### src/sv/rdcs_pkg.sv
// ============================================================================
// rdcs_pkg
// Shared types and constants for the revolving-door combination stepper.
// ============================================================================
package rdcs_pkg;

    localparam int MAX_K = 32;

    localparam int IDX_W  = 16;
    localparam int KCFG_W = 6;
    localparam int CFG_W  = 16;

    localparam logic [KCFG_W-1:0] SUBSET_SIZE_RST = 6'd1;
    localparam logic [IDX_W-1:0]  SET_SIZE_RST    = 16'd2;

    // Configuration register indexes.
    localparam logic REG_SUBSET_SIZE = 1'b0;
    localparam logic REG_SET_SIZE    = 1'b1;

    typedef enum logic [2:0] {
        ST_IDLE,
        ST_FILL,
        ST_WALK,
        ST_WRITE2,
        ST_PUSH
    } state_t;

    typedef struct packed {
        logic accept;
        logic fill;
        logic eval;
        logic write2;
        logic push;
    } cmd_t;

    typedef struct packed {
        logic restart_req;
        logic restart_ok;
        logic exhausted;
        logic fill_last;
        logic hit;
        logic two_writes;
        logic walk_end;
        logic out_free;
    } status_t;

endpackage

### src/sv/revolving_door_combination_step.sv
// Sequence: accept, then walk positions until one moves (up to k), then a
// second memory write for a two-entry update, then push the result. A restart
// writes one memory entry per index plus a sentinel; finished or invalid items
// go from accept to push. A new request is taken only after the last push.
// Reset is asynchronous, active low: walk finished, k = 1, n = 2, memory uncleared.
// ============================================================================
// revolving_door_combination_step
// Steps through k-subsets of {0..n-1} in revolving-door order, one swap per
// request, reporting the element removed and the element added; a restart request reloads the first subset.
// ============================================================================
module revolving_door_combination_step #(
    parameter int MaxK = rdcs_pkg::MAX_K
) (
    input  logic                          clk,
    input  logic                          rst_n,
    input  logic                          s_tvalid,
    output logic                          s_tready,
    input  logic [7:0]                    s_tdata,   // [0] restart, [7:1] zero
    output logic                          m_tvalid,
    input  logic                          m_tready,
    output logic [31:0]                   m_tdata,   // [15:0] removed_index, [31:16] added_index
    output logic                          m_tuser,   // [0] finished
    input  logic                          cfg_wr_en,
    input  logic                          cfg_addr,
    input  logic [rdcs_pkg::CFG_W-1:0]    cfg_wdata
);

    rdcs_pkg::cmd_t    cmd;
    rdcs_pkg::status_t status;

    rdcs_ctrl u_ctrl (
        .clk      (clk),
        .rst_n    (rst_n),
        .s_tvalid (s_tvalid),
        .s_tready (s_tready),
        .status   (status),
        .cmd      (cmd)
    );

    rdcs_dp #(
        .MaxK (MaxK)
    ) u_dp (
        .clk       (clk),
        .rst_n     (rst_n),
        .s_tdata   (s_tdata),
        .m_tvalid  (m_tvalid),
        .m_tready  (m_tready),
        .m_tdata   (m_tdata),
        .m_tuser   (m_tuser),
        .cfg_wr_en (cfg_wr_en),
        .cfg_addr  (cfg_addr),
        .cfg_wdata (cfg_wdata),
        .cmd       (cmd),
        .status    (status)
    );

endmodule

### src/sv/rdcs_dp.sv
// ============================================================================
// rdcs_dp
// Datapath: index memory, position walker, configuration and result registers.
// ============================================================================
module rdcs_dp #(
    parameter int MaxK = rdcs_pkg::MAX_K
) (
    input  logic                          clk,
    input  logic                          rst_n,
    input  logic [7:0]                    s_tdata,   // [0] restart, [7:1] zero
    output logic                          m_tvalid,
    input  logic                          m_tready,
    output logic [31:0]                   m_tdata,   // [15:0] removed_index, [31:16] added_index
    output logic                          m_tuser,   // [0] finished
    input  logic                          cfg_wr_en,
    input  logic                          cfg_addr,
    input  logic [rdcs_pkg::CFG_W-1:0]    cfg_wdata,
    input  rdcs_pkg::cmd_t                cmd,
    output rdcs_pkg::status_t             status
);

    localparam int AddrW = $clog2(MaxK + 1);
    localparam int Depth = MaxK + 1;
    localparam int IdxW  = rdcs_pkg::IDX_W;

    logic [IdxW-1:0] mem [Depth];

    logic [rdcs_pkg::KCFG_W-1:0] subset_size_reg;
    logic [IdxW-1:0]             set_size_reg;
    logic [AddrW-1:0]            k_walk_reg, k_walk_next;
    logic                        exhausted_reg, exhausted_next;
    logic [AddrW-1:0]            j_reg, j_next;
    logic [IdxW-1:0]             prev_reg;
    logic [IdxW-1:0]             rd_a_reg, rd_b_reg;
    logic [AddrW-1:0]            w2_addr_reg;
    logic [IdxW-1:0]             w2_data_reg;
    logic [IdxW-1:0]             pend_rem_reg, pend_rem_next;
    logic [IdxW-1:0]             pend_add_reg, pend_add_next;
    logic                        pend_fin_reg, pend_fin_next;
    logic                        m_tvalid_reg;
    logic [31:0]                 m_tdata_reg;
    logic                        m_tuser_reg;

    logic                 in_restart;
    logic                 restart_ok;
    logic                 fill_last;
    logic                 inc_mode;
    logic                 first_pos;
    logic                 hit;
    logic                 walk_end;
    logic [IdxW:0]        rd_a_p1;
    logic [IdxW-1:0]      j_idx;
    logic [AddrW-1:0]     j_m1;
    logic [AddrW:0]       j_p2;
    logic [IdxW-1:0]      step_rem, step_add;
    logic                 we;
    logic [AddrW-1:0]     wa;
    logic [IdxW-1:0]      wd;
    logic [AddrW-1:0]     w2a;
    logic [IdxW-1:0]      w2d;
    logic                 rd_en;
    logic [AddrW-1:0]     ra, rb;
    logic                 out_free;

    assign in_restart = s_tdata[0];
    assign restart_ok = (subset_size_reg != '0)
                     && (32'(subset_size_reg) <= MaxK)
                     && (IdxW'(subset_size_reg) <= set_size_reg);
    assign fill_last  = (j_reg == k_walk_reg);

    // Position j increases when j + k is odd and decreases otherwise.
    assign inc_mode  = j_reg[0] ^ k_walk_reg[0];
    assign first_pos = (j_reg == '0);
    assign rd_a_p1   = (IdxW+1)'(rd_a_reg) + (IdxW+1)'(1);
    assign hit       = inc_mode ? (rd_a_p1 < {1'b0, rd_b_reg})
                                : (32'(rd_a_reg) > 32'(j_reg));
    assign walk_end  = (32'(j_reg) + 32'd1) >= 32'(k_walk_reg);
    assign j_idx     = IdxW'(j_reg);
    assign j_m1      = j_reg - AddrW'(1);
    assign j_p2      = (AddrW+1)'(j_reg) + (AddrW+1)'(2);

    always_comb
    begin
        if (inc_mode)
        begin
            step_rem = first_pos ? rd_a_reg : prev_reg;
            step_add = rd_a_p1[IdxW-1:0];
        end
        else
        begin
            step_rem = rd_a_reg;
            step_add = first_pos ? (rd_a_reg - IdxW'(1)) : (j_idx - IdxW'(1));
        end
    end

    // Single write port: the walk's first write goes out in the evaluate
    // cycle, the second one is held for the following cycle.
    always_comb
    begin
        we  = 1'b0;
        wa  = '0;
        wd  = '0;
        w2a = inc_mode ? j_reg : j_m1;
        w2d = inc_mode ? rd_a_p1[IdxW-1:0] : (j_idx - IdxW'(1));
        if (cmd.fill)
        begin
            we = 1'b1;
            wa = j_reg;
            wd = fill_last ? set_size_reg : j_idx;
        end
        else if (cmd.eval && hit)
        begin
            we = 1'b1;
            if (first_pos)
            begin
                wa = '0;
                wd = step_add;
            end
            else if (inc_mode)
            begin
                wa = j_m1;
                wd = rd_a_reg;
            end
            else
            begin
                wa = j_reg;
                wd = prev_reg;
            end
        end
        else if (cmd.write2)
        begin
            we = 1'b1;
            wa = w2_addr_reg;
            wd = w2_data_reg;
        end
    end

    // Reads run one position ahead so that every cycle evaluates a position.
    assign rd_en = (cmd.accept && !in_restart) || cmd.eval;
    assign ra    = cmd.eval ? (j_reg + AddrW'(1)) : AddrW'(0);
    assign rb    = !cmd.eval ? AddrW'(1)
                 : (j_p2 > (AddrW+1)'(MaxK)) ? AddrW'(MaxK) : j_p2[AddrW-1:0];

    always_ff @(posedge clk)
    begin
        if (we)
        begin
            mem[wa] <= wd;
        end
        if (rd_en)
        begin
            rd_a_reg <= mem[ra];
            rd_b_reg <= mem[rb];
        end
    end

    always_comb
    begin
        k_walk_next    = k_walk_reg;
        exhausted_next = exhausted_reg;
        j_next         = j_reg;
        pend_rem_next  = pend_rem_reg;
        pend_add_next  = pend_add_reg;
        pend_fin_next  = pend_fin_reg;
        if (cmd.accept)
        begin
            j_next        = '0;
            pend_rem_next = '0;
            pend_add_next = '0;
            pend_fin_next = 1'b1;
            if (in_restart)
            begin
                if (restart_ok)
                begin
                    k_walk_next    = AddrW'(subset_size_reg);
                    exhausted_next = 1'b0;
                end
                else
                begin
                    k_walk_next    = '0;
                    exhausted_next = 1'b1;
                end
            end
        end
        else if (cmd.fill)
        begin
            j_next        = j_reg + AddrW'(1);
            pend_fin_next = 1'b0;
        end
        else if (cmd.eval)
        begin
            if (hit)
            begin
                pend_rem_next = step_rem;
                pend_add_next = step_add;
                pend_fin_next = 1'b0;
            end
            else
            begin
                j_next = j_reg + AddrW'(1);
                if (walk_end)
                begin
                    exhausted_next = 1'b1;
                end
            end
        end
    end

    always_ff @(posedge clk or negedge rst_n)
    begin
        if (!rst_n)
        begin
            subset_size_reg <= rdcs_pkg::SUBSET_SIZE_RST;
            set_size_reg    <= rdcs_pkg::SET_SIZE_RST;
            k_walk_reg      <= '0;
            exhausted_reg   <= 1'b1;
            j_reg           <= '0;
            m_tvalid_reg    <= 1'b0;
        end
        else
        begin
            if (cfg_wr_en)
            begin
                case (cfg_addr)
                    rdcs_pkg::REG_SUBSET_SIZE: subset_size_reg <= cfg_wdata[rdcs_pkg::KCFG_W-1:0];
                    rdcs_pkg::REG_SET_SIZE:    set_size_reg    <= cfg_wdata[IdxW-1:0];
                    default:                   set_size_reg    <= set_size_reg;
                endcase
            end
            k_walk_reg    <= k_walk_next;
            exhausted_reg <= exhausted_next;
            j_reg         <= j_next;
            if (cmd.push)
            begin
                m_tvalid_reg <= 1'b1;
            end
            else if (m_tready)
            begin
                m_tvalid_reg <= 1'b0;
            end
        end
    end

    always_ff @(posedge clk)
    begin
        pend_rem_reg <= pend_rem_next;
        pend_add_reg <= pend_add_next;
        pend_fin_reg <= pend_fin_next;
        if (cmd.eval && !hit)
        begin
            prev_reg <= rd_a_reg;
        end
        if (cmd.eval)
        begin
            w2_addr_reg <= w2a;
            w2_data_reg <= w2d;
        end
        if (cmd.push)
        begin
            m_tdata_reg <= {pend_add_reg, pend_rem_reg};
            m_tuser_reg <= pend_fin_reg;
        end
    end

    assign out_free = !m_tvalid_reg || m_tready;

    assign m_tvalid = m_tvalid_reg;
    assign m_tdata  = m_tdata_reg;
    assign m_tuser  = m_tuser_reg;

    always_comb
    begin
        status.restart_req = in_restart;
        status.restart_ok  = restart_ok;
        status.exhausted   = exhausted_reg;
        status.fill_last   = fill_last;
        status.hit         = hit;
        status.two_writes  = !first_pos;
        status.walk_end    = walk_end;
        status.out_free    = out_free;
    end

    a_eval_in_range: assert property (@(posedge clk) disable iff (!rst_n)
        cmd.eval |-> (32'(j_reg) < 32'(k_walk_reg)))
        else $error("walk position reached the subset size");

    a_eval_live: assert property (@(posedge clk) disable iff (!rst_n)
        cmd.eval |-> !exhausted_reg)
        else $error("walk evaluated on a finished walk");

    a_fin_zero: assert property (@(posedge clk) disable iff (!rst_n)
        (m_tvalid && m_tuser) |-> (m_tdata == '0))
        else $error("finished result carries nonzero indices");

endmodule

### src/sv/rdcs_ctrl.sv
// ============================================================================
// rdcs_ctrl
// Controller: sequences accept, fill, walk, second write and result push.
// ============================================================================
module rdcs_ctrl (
    input  logic                 clk,
    input  logic                 rst_n,
    input  logic                 s_tvalid,
    output logic                 s_tready,
    input  rdcs_pkg::status_t    status,
    output rdcs_pkg::cmd_t       cmd
);

    rdcs_pkg::state_t state_reg, state_next;

    always_ff @(posedge clk or negedge rst_n)
    begin
        if (!rst_n)
        begin
            state_reg <= rdcs_pkg::ST_IDLE;
        end
        else
        begin
            state_reg <= state_next;
        end
    end

    always_comb
    begin
        state_next = state_reg;
        case (state_reg)
            rdcs_pkg::ST_IDLE:
            begin
                if (s_tvalid)
                begin
                    if (status.restart_req)
                    begin
                        state_next = status.restart_ok ? rdcs_pkg::ST_FILL : rdcs_pkg::ST_PUSH;
                    end
                    else
                    begin
                        state_next = status.exhausted ? rdcs_pkg::ST_PUSH : rdcs_pkg::ST_WALK;
                    end
                end
            end
            rdcs_pkg::ST_FILL:
            begin
                if (status.fill_last)
                begin
                    state_next = rdcs_pkg::ST_PUSH;
                end
            end
            rdcs_pkg::ST_WALK:
            begin
                if (status.hit)
                begin
                    state_next = status.two_writes ? rdcs_pkg::ST_WRITE2 : rdcs_pkg::ST_PUSH;
                end
                else if (status.walk_end)
                begin
                    state_next = rdcs_pkg::ST_PUSH;
                end
            end
            rdcs_pkg::ST_WRITE2:
            begin
                state_next = rdcs_pkg::ST_PUSH;
            end
            rdcs_pkg::ST_PUSH:
            begin
                if (status.out_free)
                begin
                    state_next = rdcs_pkg::ST_IDLE;
                end
            end
            default:
            begin
                state_next = rdcs_pkg::ST_IDLE;
            end
        endcase
    end

    always_comb
    begin
        s_tready   = 1'b0;
        cmd        = '0;
        case (state_reg)
            rdcs_pkg::ST_IDLE:
            begin
                s_tready   = 1'b1;
                cmd.accept = s_tvalid;
            end
            rdcs_pkg::ST_FILL:   cmd.fill   = 1'b1;
            rdcs_pkg::ST_WALK:   cmd.eval   = 1'b1;
            rdcs_pkg::ST_WRITE2: cmd.write2 = 1'b1;
            rdcs_pkg::ST_PUSH:   cmd.push   = status.out_free;
            default:             cmd        = '0;
        endcase
    end

    a_write2_after_walk: assert property (@(posedge clk) disable iff (!rst_n)
        (state_reg == rdcs_pkg::ST_WRITE2) |-> ($past(state_reg) == rdcs_pkg::ST_WALK))
        else $error("second write without a preceding walk hit");

    a_push_returns: assert property (@(posedge clk) disable iff (!rst_n)
        (state_reg == rdcs_pkg::ST_PUSH && status.out_free)
            |=> (state_reg == rdcs_pkg::ST_IDLE))
        else $error("pushed result did not return to idle");

    a_fill_live: assert property (@(posedge clk) disable iff (!rst_n)
        (state_reg == rdcs_pkg::ST_FILL) |-> !status.exhausted)
        else $error("fill running on an exhausted walk");

endmodule
### config.mk
export PLATFORM = sky130hd
export DESIGN_NAME = revolving_door_combination_step
export DESIGN_NICKNAME = d
export VERILOG_FILES = /design/src/sv/rdcs_pkg.sv /design/src/sv/revolving_door_combination_step.sv /design/src/sv/rdcs_dp.sv /design/src/sv/rdcs_ctrl.sv
export SDC_FILE = /design/constraint.sdc
export NUM_CORES = 1
export LEC_CHECK = 0
export BUFFER_PORTS_ARGS = -buffer_cell sky130_fd_sc_hd__buf_2
export CAP_MARGIN = 40
export CELL_PAD_IN_SITES_DETAIL_PLACEMENT = 1
export CELL_PAD_IN_SITES_GLOBAL_PLACEMENT = 2
export CORE_UTILIZATION = 47
export CTS_CLUSTER_DIAMETER = 30
export DETAILED_ROUTE_END_ITERATION = 6
export PLACE_DENSITY_LB_ADDON = 0.3
export REMOVE_ABC_BUFFERS = 1
export SYNTH_ARGS = -nofsm -noshare
export SYNTH_HDL_FRONTEND = slang
export SYNTH_HIERARCHICAL = 1
export SYNTH_SLANG_ARGS = --single-unit
### constraint.sdc
create_clock -name clk -period 10.9 [get_ports clk]
set_clock_uncertainty 0.2 [all_clocks]
set_input_delay 2.18 -clock clk [delete_from_list [all_inputs] [get_ports clk]]
set_output_delay 2.18 -clock clk [all_outputs]
set_load 0.01 [all_outputs]
==> results of run 1 <==
## layer usage
| metal | global-route usage (%) | up-vias |
|---|---|---|
| li1 | - | 12030 |
| met3 | 7.225 | 383 |
| met1 | 41.14 | 14410 |
| met2 | 55.46 | 1527 |
| met5 | 0 | - |
| met4 | 17.92 | 0 |
## how the worst max path moves through the flow
stage	slack [ns]	start	end	cells past startpoint
4_1_cts	5.07	u_dp/rd_a_reg[0]	u_dp/mem[3][7]	15
5_1_grt	4.78	u_dp/rd_a_reg[0]	u_dp/mem[24][5]	15
2_1_floorplan	-8.34	u_dp/j_reg[0]	u_dp/rd_b_reg[0]	9
6_report	4.98	u_dp/rd_a_reg[0]	u_dp/mem[11][2]	15
3_3_place_gp	4.90	u_ctrl/state_reg[1]	u_dp/rd_b_reg[11]	11
3_5_place_dp	5.14	u_dp/rd_a_reg[0]	u_dp/mem[3][5]	15
## cell usage after synthesis, types with 39 or more instances
library cell,number
nand3_1,85
a31oi_1,121
ha_1,41
nand2_1,613
a21oi_1,121
nor2b_1,74
o21ai_0,100
nor2_1,134
mux2_2,87
a211oi_1,146
a311oi_1,117
edfxtp_1,631
clkbuf_1,196
mux2i_1,96
inv_1,39
## stage by stage
step	worst slack [ns]	TNS (ns)	power (uW)
2_1_floorplan	-8.344	-3034.37	5448
3_3_place_gp	4.900	0	6232
3_5_place_dp	5.139	0	6394
4_1_cts	5.068	0	11280
5_1_grt	4.776	0	11670
6_report	4.983	0	11280
## critical path, stage by stage (launching register included)
cell,delay [ns]
edfxtp_1,0.69
ha_1,0.34
nand3_1,0.13
nor3_2,0.28
nand2_1,0.11
xnor2_1,0.24
ha_1,0.32
a21o_1,0.18
a211o_1,0.29
a41oi_1,0.48
o31a_4,0.29
nand3_1,0.11
o311ai_0,0.87
nand3_1,0.40
nor2_1,0.21
buf_4,0.40
## cell type report
class / instances / area, um^2
repair buffers: 178 / 1384
well taps: 959 / 1200
fillers: 7371 / 31070
multi-input cells: 2113 / 13370
inverters: 44 / 165.2
diodes: 1 / 2.502
flip-flops and latches: 703 / 20590
clock buffers: 189 / 4100
clock inverters: 97 / 1324
## kinds of logic (layout without fill, tap and decap cells)
logic type	Yosys count	in the layout	share of synthesized area, %
buffers and inverters	300	508	3.419
flip-flops	703	703	59.04
other	0	1	0
AO/OA/AOI/OAI	791	791	15.98
AND/OR/NAND/NOR	1046	1046	13.18
adder cells (fa/ha/maj)	41	41	1.471
multiplexers	185	185	5.651
XOR/XNOR	50	50	1.256
## power by group through the flow
stage                     Sequential, uW  Clock [uW]  Combinational (uW)
after floorplan                     3720           0                1730
after global placement              3670           0                2560
after detailed placement            3680           0                2710
after CTS                           3640        4880                2750
after global routing                3670        5010                2990
final                               3650        4840                2800
==> results_dict.tcl, run 1 <==
set metrics [dict create \
    outcome "complete, but fails checks" \
    failed_checks "design-rule violations" \
    pwr-share-seq_pct 32.3 \
    fin_util_pct 57.56 \
    ioPinCount 65 \
    viasPerCell 6.617 \
    finalNetCount 3266 \
    worstSetupEndpointType "flop" \
    overflow 0 \
    drtIter0Drc 3108 \
    ant_nets 0 \
    hold_start "u_dp/pend_rem_reg[15]" \
    vdd_drop_max_mv 0.1290 \
    place_area_um2 36710 \
    die_area_um2 75290 \
    syn_to_final_growth_pct 20.82 \
    yosysTopAreaCellShare_pct 54.33 \
    ctsResizeCount 0 \
    hold_slack_ns 0.2238 \
    clockBufferDepth 3 \
    synth.ff_latch_count 703 \
    dp_hpwl_mm 72.67 \
    first_pass_iters 7 \
    critical_path_class "flop to flop" \
    worst_slew_pin_slew_ns 1.088 \
    cts_setup_buffers 0 \
    wl_met3_mm 11.49 \
    numPortBuffers 57 \
    grt_pass1_vias 30120 \
    final_cells 4284 \
    worstSkewPairLatency_ns 0.73 \
    antenna_found_initial 2 \
    required_ns 11.07 \
    holdBufCountCts 0 \
    crit_fanout 16 \
    clk_pin_slew_ns 0.04 \
    ys_types 81 \
    cts_tree "built" \
    drt-wirelength-per-cell_um 29.61 \
    synth_top_area_cell "edfxtp_1" \
    max_freq_ghz 0.1690 \
    ys.flop_type "edfxtp_1" \
    yosys_warnings 6 \
    synth.cell_area_um2 34870 \
    p_leak_uw 0.01468 \
    die_x_um 274.4 \
    cp_data_arrival_time_ns 6.09 \
    r2r-end "u_dp/mem[11][2]" \
    start_util_pct 47.64 \
    switching_share_pct 32.36 \
    fin_crit_ns 5.917 \
    fp-row-count 99 \
    power_frac_comb_pct 24.8 \
    largest_reg_flops 528 \
    globalplace.congestion 0.8454 \
    hold_depth 0 \
    synth_area_per_cell_um2 11.19 \
    seq_area_frac_synth_pct 59.04 \
    setup-violations-final 0 \
    clkPwrFrac_pct 42.9 \
    crit_path_start_kind "flop" \
    met2_wirelength_mm 60.82 \
    min_path_type "flop to flop" \
    synth_edf_count 631 \
    final_common_cell "edfxtp_1" \
    yosys-top-cells-area "edfxtp_1, nand2_1, a211oi_1" \
    cts_sinks 703 \
    syn-instance-count 3116 \
    grt.total_usage_pct 33.58 \
    r2r-start "u_dp/rd_a_reg[0]" \
    routed_wirelength_mm 126.8 \
    vias 28350 \
    clockRootBuffer "clkbuf_16" \
    dp_cells 3997 \
    final_cell_mix "edfxtp_1, nand2_1, clkbuf_16" \
    p_per_area_nw_per_um2 267.8 \
    fp.dieH_um 274.4 \
    core_area_um2 73210 \
    worstHoldEndpoint "u_dp/m_tdata[15]" \
    grt_max_degree 130 \
    period_share_pct 54.28 \
    drive_above_1_share_pct 17.30 \
    relSlewSlack_pct 26.55 \
    top_layer_used "met4" \
    reg2reg_depth 15 \
    wl_met1_mm 48.16 \
    htreeDepth 4 \
    ys_async_sr_fraction_pct 5.548 \
    drc 20 \
    switchingPower_uw 3652 \
    rsz0062_at_grt "no" \
    numCtsBuffers 155 \
    grt_pass1_wl_mm 186.8 \
    maxCapViolCount 0 \
    slew_viol_final 0 \
    p_int_uw 7633 \
    stdcell_area_um2 42130 \
    rrSetupSlack_ns 4.98 \
    final_hold_viol_count 0 \
]
(Power assumes the default switching activity.)
==> run 2, diff against run 1 <==
Settings changed: CORE_UTILIZATION 47 to 43.
Clock period 10.9 ns to 5.7 ns, I/O delays scaled along.
==> run 2 against run 1 <==
Effect of this change: the run now ends clean; utilization shrank 4.8 points; worst setup slack worse by 4.6 ns; cell area is 0.68% higher; total power rose by 87%; non-clock buffer count grew 35; sequential power increased by 89%; worst hold slack got worse by 0.044 ns; largest cell class unchanged; via count down 2.7%.
==> results_dict.tcl, run 2 (synthesis gave the netlist of run 1 again) <==
set metrics [dict create \
    cts_tree "built" \
    outcome "completed" \
    first_pass_iters 5 \
    start_util_pct 43.37 \
    relSlewSlack_pct 37.72 \
    routed_wirelength_mm 125.0 \
    numPortBuffers 57 \
    rsz0062_at_grt "no" \
    required_ns 5.87 \
    htreeDepth 4 \
    p_per_area_nw_per_um2 496.8 \
    fp.dieH_um 286.8 \
    critical_path_class "flop to flop" \
    min_path_type "input pin to asynchronous set/reset pin" \
    crit_fanout 16 \
    fin_crit_ns 5.352 \
    fin_util_pct 52.75 \
    grt.total_usage_pct 30.44 \
    dp_slack_ns 0.1146 \
    die_area_um2 82240 \
    finalSetupTns_ns 0 \
    dp_hpwl_mm 78.55 \
    setup-violations-final 0 \
    crit_path_start_kind "flop" \
    fp-row-count 104 \
    drtIter0Drc 2373 \
    p_leak_uw 0.01477 \
    grt_pass1_wl_mm 185.8 \
    fin_total_pwr_uw 21070 \
    cts_setup_buffers 0 \
    worstSetupEndpointType "flop" \
    ioPinCount 65 \
    die_x_um 286.8 \
    vias 27580 \
    ctsResizeCount 0 \
    viasPerCell 6.242 \
    cp-startpoint "u_dp/rd_a_reg[4]" \
    core_area_um2 80420 \
    drc 0 \
    final_hold_viol_count 0 \
    max_freq_ghz 0.1868 \
    clockBufferDepth 3 \
    syn_to_final_growth_pct 21.64 \
    clockRootBuffer "clkbuf_16" \
    slew_viol_final 0 \
    r2r-start "u_dp/rd_a_reg[4]" \
    vdd_drop_max_mv 0.3083 \
    globalplace.congestion 0.8905 \
    final_cells 4418 \
    cp_data_arrival_time_ns 5.52 \
    largest_reg_flops 528 \
    numCtsBuffers 155 \
    finalNetCount 3301 \
    antenna_found_initial 6 \
    clk_pin_slew_ns 0.05 \
    worstSkewPairLatency_ns 0.73 \
    worst_slew_pin_slew_ns 0.9342 \
    final_common_cell "edfxtp_1" \
    maxCapViolCount 0 \
    grt_max_degree 140 \
    ant_nets 0 \
    overflow 0 \
    period_share_pct 93.89 \
    grt_pass1_vias 29330 \
    holdBufCountCts 0 \
    setup_ws_ns 0.3480 \
    cts_sinks 703 \
    final_cell_mix "edfxtp_1, nand2_1, clkbuf_16" \
    dp_cells 4133 \
    drive_above_1_share_pct 18.71 \
    drt-wirelength-per-cell_um 28.30 \
]
-- run 2: worst paths after layout --
| kind | slack (ns) | endpoint | depth (start not counted) |
|---|---|---|---|
| worst max register to register | 0.35 | u_dp/mem[27][5] | 15 |
| worst min-delay path | 0.18 | u_ctrl/state_reg[0] | 1 |
| max in group asynchronous | 4.54 | u_dp/set_size_reg[1] | 2 |
| worst max-delay path | 0.35 | u_dp/mem[27][5] | 15 |
| worst min register to register | 0.23 | u_dp/m_tdata[1] | 0 |
| min in group clk | 0.23 | u_dp/m_tdata[1] | 0 |
-- run 2: layer usage --
metal | global-route usage, % | wire length (um) | up-vias
met3 | 6.032 | 8638 | 294
met2 | 50.39 | 60620 | 1072
met1 | 37.66 | 49690 | 14110
met4 | 16.02 | 6050 | 2
met5 | 0 | 13 | -
li1 | - | - | 12110
-- run 2: where the power goes --
| group | switching [uW] | internal [uW] |
|---|---|---|
| clock | 2980 | 5730 |
| combinational | 3730 | 1740 |
| sequential | 337 | 6560 |
| total | 7050 | 14000 |
-- run 2: critical path, cell delays in order, from the launching register on --
cell,delay (ns)
edfxtp_1,0.63
and4_1,0.35
nand3_1,0.14
nor2_1,0.22
nand4_1,0.14
xnor2_1,0.23
ha_1,0.23
a21o_1,0.17
a211o_1,0.29
a41oi_1,0.47
o31a_4,0.29
nand3_1,0.15
o311ai_1,0.60
nand3_1,0.33
nor2_2,0.18
buf_4,0.37
-- run 2: cell type report --
type | count | area (um^2)
diodes | 1 | 2.502
flip-flops and latches | 703 | 20590
fillers | 8244 | 38000
multi-input cells | 2113 | 13360
inverters | 44 | 165.2
clock inverters | 107 | 1121
clock buffers | 177 | 4024
repair buffers | 213 | 1834
well taps | 1060 | 1326
-- run 2: stage by stage --
stage / area (um^2) / hold WS (ns)
finish: 42420 / 0.1796
global placement: 37070 / 0.2127
detailed placement: 37270 / 0.2171
CTS: 42410 / 0.1786
floorplan: 33850 / 0.2081
global route: 42420 / 0.1988
